`config.mk`:
```
export PLATFORM = sky130hd
export DESIGN_NAME = pes_mul
export DESIGN_NICKNAME = d
export VERILOG_FILES = /design/src/pes_pkg.sv /design/src/pes_mul.sv
export SDC_FILE = /design/constraint.sdc
export NUM_CORES = 1
export LEC_CHECK = 0
export ABC_AREA = 1
export BUFFER_PORTS_ARGS = -buffer_cell sky130_fd_sc_hd__clkbuf_2
export CORE_UTILIZATION = 50
export DETAILED_ROUTE_END_ITERATION = 6
export PLACE_DENSITY = 0.64
export SLEW_MARGIN = 20
export SYNTH_ARGS = -nofsm -noshare
export SYNTH_HDL_FRONTEND = slang
export SYNTH_SLANG_ARGS = --single-unit
```
`constraint.sdc`:
```
create_clock -name clk -period 1.1 [get_ports clk]
set_clock_uncertainty 0.1 [all_clocks]
set_input_delay 0.33 -clock clk [delete_from_list [all_inputs] [get_ports clk]]
set_output_delay 0.33 -clock clk [all_outputs]
set_load 0.02 [all_outputs]
```
`src/pes_pkg.sv`:
```
// ----------------------------------------------------------------------------
// pes_pkg: shared types and constants for product_except_self
// Word type, result field widths, default capacity, sequencer states and the
// request bundle of the shared multiplier.
// ----------------------------------------------------------------------------
package pes_pkg;

	localparam int WORD_W      = 32;
	localparam int POS_W       = 6;
	localparam int MAX_LEN_DEF = 64;

	typedef logic [WORD_W-1:0] word_t;

	// Request to the shared multiplier: when en is high, the product register
	// takes the low word of a * b at the next edge.
	typedef struct packed {
		logic  en;
		word_t a;
		word_t b;
	} mul_req_t;

	typedef enum logic [2:0] {
		ST_LOAD,
		ST_BWD_RD,
		ST_BWD_MUL1,
		ST_BWD_MUL2,
		ST_BWD_SUF,
		ST_EMIT
	} pes_state_t;

endpackage

```
`src/pes_mul.sv`:
```
// ----------------------------------------------------------------------------
// pes_mul: shared 32 x 32 multiplier with registered low-word product
// The product register resets to one so it can serve as the running prefix.
// ----------------------------------------------------------------------------
module pes_mul import pes_pkg::*; (
	input  logic     clk,
	input  logic     arst_n,
	input  mul_req_t req,
	output word_t    p_q
);

	word_t prod;

	assign prod = req.a * req.b;

	always_ff @(posedge clk or negedge arst_n) begin
		if (!arst_n) begin
			p_q <= word_t'(1);
		end else if (req.en) begin
			p_q <= prod;
		end
	end

endmodule

```
======== Word-level counts from Yosys, hierarchy flattened ========
Index checks and enable logic that the tools add are counted.
cells by class
  multipliers ............................. 1
operators with widths
  operator                      number
  multiplier 32 x 32 -> 32 bit  1
storage, ports and cells
  bits in registers ....................... 32

======== Depth between registers and ports, before layout ========
  depth in word-level cells ............... 1
  gate-level depth with buffers ........... 32
  gate-level depth less buffers ........... 30

======== Least setup slack after synthesis ========
No wires, ideal clock.
  path kind ............................... in2reg
  start ................................... input req[3] in the netlist's numbering
  end ..................................... register p_q[27]
  library setup time ...................... 117 ps
  arrival time ............................ 6330 ps
  data required time ...................... 883 ps
  path slack .............................. -5447 ps
  stages .................................. 26
  cell sequence ........................... clkbuf_1 clkbuf_1 nand2_1 inv_1 fa_1 inv_1 fa_1 fa_1 fa_1 inv_1 fa_1 inv_1 fa_1 inv_1 fa_1 fa_1 ha_1 a21oi_1 o21ai_0 a21oi_1 o211ai_1 nand2_1 nand2_1 or2_1 nand3_1 nand2_1
between the ends
  word-level cells in the longest chain between the ends .. 1
ends and longest elaborated chain
  what                          RTL line       RTL
  from (decl)                   pes_mul.sv:8   input mul_req_t req,
  multiplier 32 x 32 -> 32 bit  pes_mul.sv:14  assign prod = req.a * req.b;
  to (signal assigned)          pes_mul.sv:18  p_q <= word_t'(1);
  to (signal assigned)          pes_mul.sv:20  p_q <= prod;
  to (decl)                     pes_mul.sv:9   output word_t p_q
Every way passes these cells.
A chain may end at the register's enable or synchronous reset.

======== Worst setup path in the final report ========
  start ................................... input req[39] in the netlist's numbering
  end ..................................... register p_q[29]
The elaborated chain is that of the path after synthesis.

==> out/metrics.cfg <==
[sta]
timing.slew.headroom = 0.769
fin_crit_sh = 5.73
setup_tns_ns = -134.83
hold_viol = 0
worst_slew_pin_slew_ns = 0.343
worst_hold_slack_ns = 0.370
max_freq_mhz = 159
fin_crit_ns = 6.31
rsz0062_at_grt = yes
drv_slew = 0
setup_ws_ns = -5.21
setup_viol = 63

[synth]
synth_enable_flop_cells = 0
yosysSeqAreaShare = 0.0440
ys_warn_count = 0
synth_seq_cells = 32
synthArstFlopShare = 1.00
synthTopCellsByArea = fa_1 (45%), inv_1 (16%), nand2_1 (15%), ha_1 (8.4%), dfrtp_1 (4.3%)
syn-num-nets = 3060
synth.cell_area_sq_um = 18200
synth.top_cell.area_share = 0.448
syn-instance-count = 2462
synth_ff_type = dfrtp_1
syn-mean-instance-area_sq_um = 7.40
yosysUniqueCellTypes = 47
yosysTopAreaCell = fa_1

[clock_tree]
cts_made_buffers = 5
clock-sinks = 32
clk_path_buf_depth = 2
cts_tree = yes
cts_root_buf = clkbuf_16
htreeDepth = 2
clkTransAtPathRegs_ns = 0.06
insertion_delay_ns = 0.27

[drt]
drtIter0Drc = 1130
vias = 16400
post_drt_wl_per_cell_microns = 17.5
viasPerCell = 5.00
drt_pass1_iterations = 5
drc = 0
ant_nets = 0
wl_mm = 57.2

[floorplanning]
die-area_sq_um = 37200
die_height_microns = 193
start_util = 0.510
die_w_microns = 193
core.rowCount = 69
ios = 99
core_sq_um = 35700

[global_route]
grt.total_usage = 0.317
grt_pass1_wl_mm = 90.1
grt_overflow = 0
antenna_found_initial = 0
grt_pass1_vias = 17200
grt_max_degree = 37

[status]
status = finished, violations left
violations = setup timing

[worst_setup_path]
rrSetupSlack_ns = 0.08
cpMaxStageDelayCell = fa_1
path_max_fanout = 7
crit-reg2reg-launch = p_q[10]
start_kind = primary input
cp-end-kind = register
cp_data_required_time_ns = 1.20
crit_path_start = req[39]
max_stage_delay_ns = 0.59
critPathKind = in2reg
path_common_cell = fa_1
arrival_ns = 6.40

[layout]
largestRegisters = p_q (32)
nets = 3412
final_core_util = 0.687
largest_register_ffs = 32
layout-drive-gt1-share = 0.280
stdcell_count = 3276
antennaDiodeCount = 0
area_growth_pct = 34.6
regMostFlops = p_q

[job]
cap_violations = 0

[placement]
hpwl_mm = 45.0
gp_congestion = 0.957
io_buffers = 98
dp.cells = 3198

[min_path]
min_path_type = in2async

-- cell usage in the layout, fill, tap and decap left out, types with 5 or more instances in the layout --
cell type    n
a21oi_1      9
a21oi_2      8
a21oi_4     10
a31oi_1      7
buf_12      26
buf_4      265
buf_6       80
buf_8        9
clkbuf_16   11
clkbuf_2    34
clkbuf_4     6
clkbuf_8    24
dfrtp_1     31
fa_1       359
fa_2        49
ha_1        65
ha_4        57
inv_1      735
inv_2       61
inv_4        5
nand2_1    693
nand2_2     38
nand2_4     19
nand3_1     45
nand3_2      9
nand3b_1     8
nand4_1      7
nor2_1      17
nor2_2       8
nor2_4      10
nor3_2       5
o21ai_1     15
o21ai_2      8
or2_4        6
xnor2_1      7
xor2_1      11
-- what timing repair did --
| item | in CTS | in global routing |
|---|---|---|
| gates cloned | 5 | 1 |
| pin swaps | 171 | 152 |
| setup endpoints to repair | 63 | 63 |
| hold endpoints to repair | 5 | 0 |
| buffers inserted | 44 | 25 |
| hold buffers | 1 | 0 |
| gates resized for setup | 279 | 246 |
-- kinds of logic (layout without fill, tap and decap cells) --
logic type / after synthesis / after routing / share of synthesized area
buffers and inverters: 913 / 1266 / 0.191
and+or+nand+nor: 874 / 874 / 0.190
AOI/OAI and AO/OA: 87 / 87 / 0.0297
DFF: 32 / 32 / 0.0440
xor gates and xnor gates: 25 / 25 / 0.0124
adders and majority gates: 531 / 531 / 0.532
-- worst paths after layout --
check	to	cells after the start
setup / recovery	p_q[29]	27
hold / removal	p_q[28]	2
setup reg to reg	p_q[10]	4
hold reg to reg	p_q[0]	2
max in group asynchronous	p_q[9]	3
min in group clk	p_q[3]	4
-- cell usage after synthesis, drive strengths merged (4+ instances only) --
library cell,number
buf,37
nand4,7
inv,800
dfrtp,31
nand3,55
xnor2,10
o21bai,8
a21oi,27
nand3b,8
or2,9
clkbuf,74
o211ai,4
xor2,15
a31oi,10
nand2,750
o21ai,29
fa,408
ha,123
nor2,35
nor3,9
-- critical path, delay by kind of cell --
kind / cells / cell delay, ns
and+or+nand+nor: 4 / 0.21
buffers and inverters: 11 / 1.16
adders and majority gates: 9 / 4.01
AOI/OAI and AO/OA: 3 / 0.68
-- cell type report --
cell class | count | area, sq um
Inverter | 802 | 3020
Multi-Input combinational cell | 1517 | 15600
Tap cell | 461 | 577
Clock inverter | 1 | 30.0
Sequential cell | 32 | 802
Clock buffer | 7 | 153
Timing Repair Buffer | 456 | 4380
Fill cell | 2818 | 11200
-- layer usage --
| layer | up-vias | GRT usage | share of wire |
|---|---|---|---|
| li1 | 7530 | - | - |
| met1 | 8157 | 0.442 | 0.42 |
| met2 | 607 | 0.536 | 0.48 |
| met3 | 77 | 0.0436 | 0.077 |
| met4 | 0 | 0.0487 | 0.024 |
| met5 | - | 0 | 0 |
-- metrics by stage --
step	setup WS, ns	cell area [sq um]
2_1_floorplan	-5.13	19200
3_3_place_gp	-5.72	21800
3_5_place_dp	-5.79	21800
4_1_cts	-5.15	23700
5_1_grt	-5.41	24500
6_report	-5.21	24500
Power is not shown: default switching activity piles up to over one toggle a cycle in this logic, so the estimate is an artifact.
