===== src/pes_pkg.sv =====
// ----------------------------------------------------------------------------
// pes_pkg: shared types and constants for product_except_self
// Word type, result field widths, default capacity, sequencer states and the
// request bundle of the shared multiplier.
// ----------------------------------------------------------------------------
package pes_pkg;

	localparam int WORD_W      = 32;
	localparam int POS_W       = 6;
	localparam int MAX_LEN_DEF = 64;

	typedef logic [WORD_W-1:0] word_t;

	// Request to the shared multiplier: when en is high, the product register
	// takes the low word of a * b at the next edge.
	typedef struct packed {
		logic  en;
		word_t a;
		word_t b;
	} mul_req_t;

	typedef enum logic [2:0] {
		ST_LOAD,
		ST_BWD_RD,
		ST_BWD_MUL1,
		ST_BWD_MUL2,
		ST_BWD_SUF,
		ST_EMIT
	} pes_state_t;

endpackage


===== src/pes_ram.sv =====
// ----------------------------------------------------------------------------
// pes_ram: one-write, one-read word memory with registered read data
// Read data holds its value while no read is issued.
// ----------------------------------------------------------------------------
module pes_ram import pes_pkg::*; #(
	parameter int DEPTH = MAX_LEN_DEF,
	localparam int AW = (DEPTH > 1) ? $clog2(DEPTH) : 1
) (
	input  logic          clk,
	input  logic          we,
	input  logic [AW-1:0] waddr,
	input  word_t         wdata,
	input  logic          re,
	input  logic [AW-1:0] raddr,
	output word_t         rdata_q
);

	word_t mem [DEPTH];

	always_ff @(posedge clk) begin
		if (we) begin
			mem[waddr] <= wdata;
		end
	end

	always_ff @(posedge clk) begin
		if (re) begin
			rdata_q <= mem[raddr];
		end
	end

endmodule


===== config.mk =====
export PLATFORM = sky130hd
export DESIGN_NAME = pes_ram
export DESIGN_NICKNAME = d
export VERILOG_FILES = /design/src/pes_pkg.sv /design/src/pes_ram.sv
export SDC_FILE = /design/constraint.sdc
export NUM_CORES = 2
export LEC_CHECK = 0
export BUFFER_PORTS_ARGS = -buffer_cell sky130_fd_sc_hd__buf_2
export CAP_MARGIN = 5
export CORE_AREA = 2 2 516 518
export DETAILED_ROUTE_END_ITERATION = 8
export DIE_AREA = 0 0 518 520
export GPL_ROUTABILITY_DRIVEN = 1
export SLEW_MARGIN = 25
export SYNTH_ARGS = -nofsm -noshare
export SYNTH_HDL_FRONTEND = slang
export SYNTH_SLANG_ARGS = --single-unit

===== constraint.sdc =====
create_clock -name clk -period 4.86 [get_ports clk]
set_input_delay 0.243 -clock clk [delete_from_list [all_inputs] [get_ports clk]]
set_output_delay 0.243 -clock clk [all_outputs]
set_load 0.05 [all_outputs]

# Word-level counts from Yosys, hierarchy flattened
# Memory sizes are Yosys's and may differ from the RTL's. A register that Yosys moved wholly into a read port is not among the register bits.
# Cells that the tools add are included.
[totals] regBits=0 ramBits=2048 input_bits=47 out_inout_bits=32 wordCells=3 memories=1
[mem_list] name="mem" words=64 word_bits=32 read_ports=1 rd_ports_with_merged_regs=1 wr=1 line="pes_ram.sv:18" source="word_t mem [DEPTH];"
[classes] muxes=2
[ops] operator="$mux W1" count=2

# Logic depth before layout (Yosys ltp)
[logic_depth] word_depth=2 mapped_depth=10 mapped_depth_nobuf=5

# Worst setup path before layout
# No wires, ideal clock.
[synth_timing] path_type="input-to-reg" startpoint="in waddr[3]" endpoint="mem mem[48][0] (netlist bit), enable pin" setup_time_ps=461 arrival_ps=2942 t_required_ps=4399 slack_ps=1457 stages=4 path_buffers=1 path_cell_list="clkbuf_1 > nor2b_1 > nand4b_1 > nor3_1"
[synth_lines] item="start: declaration" line="pes_ram.sv:11" source="input logic [AW-1:0] waddr,"
[synth_lines] item="end: declaration" line="pes_ram.sv:18"
# No word-level cell before the write port.

==> reports/results.tsv <==
stage	metric	value	unit
yosys	most frequent cell after synthesis	edfxtp_1	
final_layout	Layout Nets	3650	
final_layout	fillers	24300	
sta	max frequency	323	MHz
worst_setup_path	CP top delay family	compound AO/OA/AOI/OAI gates	
worst_setup_path	data required time of the worst path	5.39	ns
yosys	synth top area cells	edfxtp_1 (79%), mux4_2 (16%), mux2i_1 (1.2%), o22ai_1 (0.67%), nor2_1 (0.65%)	
worst_setup_path	setup slack, reg-to-reg	1.92	ns
yosys	Post-synth top flop	edfxtp_1	
yosys	post-synthesis sequential area ratio	0.792	
global_route	pin count of the biggest net entering global routing	79	
floorplan	chip width	518	um
floorplan	core area	264000	sq um
yosys	synthesized area	78800	sq um
worst_setup_path	slowest stage cell, crit path	a21oi_1	
floorplan	die height	520	um
yosys	syn_nets	3371	
route	Via-to-Cell Ratio	5.06	
route	Final ANT Viol Nets	0	
clocking	Clock Tree Buf Depth	3	
worst_setup_path	FF-to-FF Start	mem[38][24]	
clocking	htree depth	4	
worst_setup_path	Crit. End Element	flop	
min_path	Hold Path Cell Cnt	2	
global_route	Total GRT Usage	0.152	
floorplan	initial core utilization	0.299	
power	Leak Pwr	27.7	nW
global_route	vias in the first global route	37600	
yosys	flops & latches, synth	2080	
floorplan	die area	269000	sq um
clocking	number of buffers created by CTS	193	
final_layout	final std cells w/o fill	7308	
global_route	antenna violations before repair	27	
yosys	Async SR Flop Fraction	0	
sta	Worst Tran Pin Value	1.08	ns
route	routed wl met2	101000	um
min_path	HP Start	wdata[14]	
floorplan	I/O pin cnt	79	
clocking	PostCTS Resize Cnt	0	
flow_run	Max-cap violations	0	
route	overall routed net length	208000	um
yosys	number of flops mapped to enable cells by yosys	2080	
yosys	Unique masters post-synth	33	
worst_setup_path	Crit Path Max Fanout	78	
worst_setup_path	CP most frequent cell	a21oi_1	
sta	Tcrit/Tclk final	0.638	
yosys	Yosys top cell by area	edfxtp_1	
route	Iteration-0 DRC Markers	5115	
route	wire per inst	28.5	um
worst_setup_path	critical path, cell by cell	buf_8 -> buf_12 -> mux4_2 -> o221ai_1 -> a21oi_1 -> a21oi_1 -> nor2_1	
worst_setup_path	Setup CP Type	in -> reg	
clocking	Worst-Skew Late Latency	0.84	ns
power	pwr/cell area	403	nW/um^2
yosys	syn avg cell area	23.7	sq um
clocking	clock slew at reported path FFs	0.06	ns
min_path	Hold Path End	mem[12][14]	
clocking	clk sinks	2080	
clocking	clock root buffer	clkbuf_16	
sta	setup TNS	0	ns
sta	fin. max-slew vios	0	
yosys	Synth warnings	0	
yosys	synth cell count leaders	edfxtp_1 (2080), mux4_2 (544), nor2_1 (137), mux2i_1 (93), o22ai_1 (84)	
worst_setup_path	RR Endpoint	rdata_q[24]	
placed_design	HPWL Detailed	122000	um
route	drt first pass iters	5	
sta	Hold Vio Cnt, Final	0	
worst_setup_path	R2R cell count	5	
route	DRC viols	0	
worst_setup_path	crit start category	input pin	
placed_design	gpl congestion	0.809	
sta	Final Critical Period	3.10	ns
placed_design	Placed Instances	6937	
global_route	global-route wire length before repair	292000	um
sta	WHS	0.0513	ns
yosys	synthesized instance count	3324	
placed_design	Port Buffers	78	
sta	clk_skew	0.0358	ns
route	met3 WL	16400	um
global_route	remaining global-route overflow	0	
sta	final setup vio count	0	
min_path	HP Class	in -> reg	
worst_setup_path	Worst path max stage delay	0.83	ns
sta	RSZ-0062 raised after global routing	false	
final_layout	area grow syn2layout	15.5	%
worst_setup_path	Data arrival, critical path	3.63	ns
power	VDD IR-drop max	0.382	mV
clocking	TritonCTS clock tree	built	
final_layout	post-layout util	0.345	
floorplan	Std-Cell Rows	189	
worst_setup_path	Worst Path Buf+Inv	2	
route	routed via count	37000	
yosys	area share of the largest cell type after synthesis	0.792	
final_layout	layout cells sized above 1	0.302	
run_status	status	finished clean	
route	Metal-1 WL	83800	um
route	DR top layer	met5	
sta	Slew headroom	0.276	
repair_timing:
item,in CTS,in global routing
hold buffers,2,1
setup buffers,0,0
hold endpoints to repair,128,36
metrics by stage:
step / setup WS [ns] / area [sq um] / power [W]
2_1_floorplan: 1.46 / 78800 / 0.0214
3_3_place_gp: 0.892 / 84800 / 0.0223
3_5_place_dp: 0.864 / 84800 / 0.0224
4_1_cts: 1.78 / 91000 / 0.0369
5_1_grt: 1.79 / 91000 / 0.0377
6_report: 1.76 / 91000 / 0.0367
state kept, by name (all words and copies together) (netlist names):
register / flops
rdata_q: 32
mem: 2048
cell families (layout without fill, tap and decap cells):
logic type / Yosys count / count (layout) / share of synthesized area
compound gates: 202 / 202 / 0.0167
buf+inv: 182 / 623 / 0.0112
flops: 2080 / 2080 / 0.792
mux: 637 / 637 / 0.167
other cells: 0 / 10 / 0
simple gates: 223 / 223 / 0.0126
worst max-delay path by stage:
stage | startpoint | end | slack, ns | cells after the start
final | raddr[1] | rdata_q[24] | 1.76 | 7
after global routing | raddr[1] | rdata_q[24] | 1.79 | 7
after CTS | raddr[1] | rdata_q[24] | 1.78 | 7
after detailed placement | raddr[1] | rdata_q[24] | 0.86 | 7
after global placement | raddr[1] | rdata_q[24] | 0.89 | 7
after floorplan | waddr[3] | mem[48][0] | 1.46 | 4
power by group:
group | switching [W] | internal [W] | total (W)
Clock | 0.00661 | 0.00811 | 0.0147
Combinational | 0.00131 | 0.000681 | 0.00199
Sequential | 0.0000642 | 0.0199 | 0.0200
Total | 0.00798 | 0.0287 | 0.0367
routing by layer:
metal / global-route usage / up-vias
li1: - / 14900
met1: 0.205 / 20200
met2: 0.247 / 1592
met3: 0.0294 / 273
met4: 0.0517 / 8
met5: 0 / -
cell type report:
cell class	count	area, sq um	share of cell area
sequential	2080	62500	0.686
multi-input combinational	1062	16000	0.175
clock buffer	238	5020	0.0552
tap	3533	4420	0.0486
timing repair buffer	266	2060	0.0226
clock inverter	119	1060	0.0117
antenna	10	25.0	0.000275
layout by cell type (no fill, tap or decap), drive strengths merged, types with 10 or more instances in the layout:
cell type  Yosys  final
edfxtp      2080   2080
mux4         544    544
buf          108    263
clkbuf        74    238
nor2         137    137
clkinv         0     95
mux2i         93     93
o22ai         84     84
a21oi         62     62
o221ai        27     27
nand2         26     26
nor2b         15     15
bufinv         0     14
a22oi         12     12
diode          0     10
No activity file was read; power rests on OpenSTA's default activity.
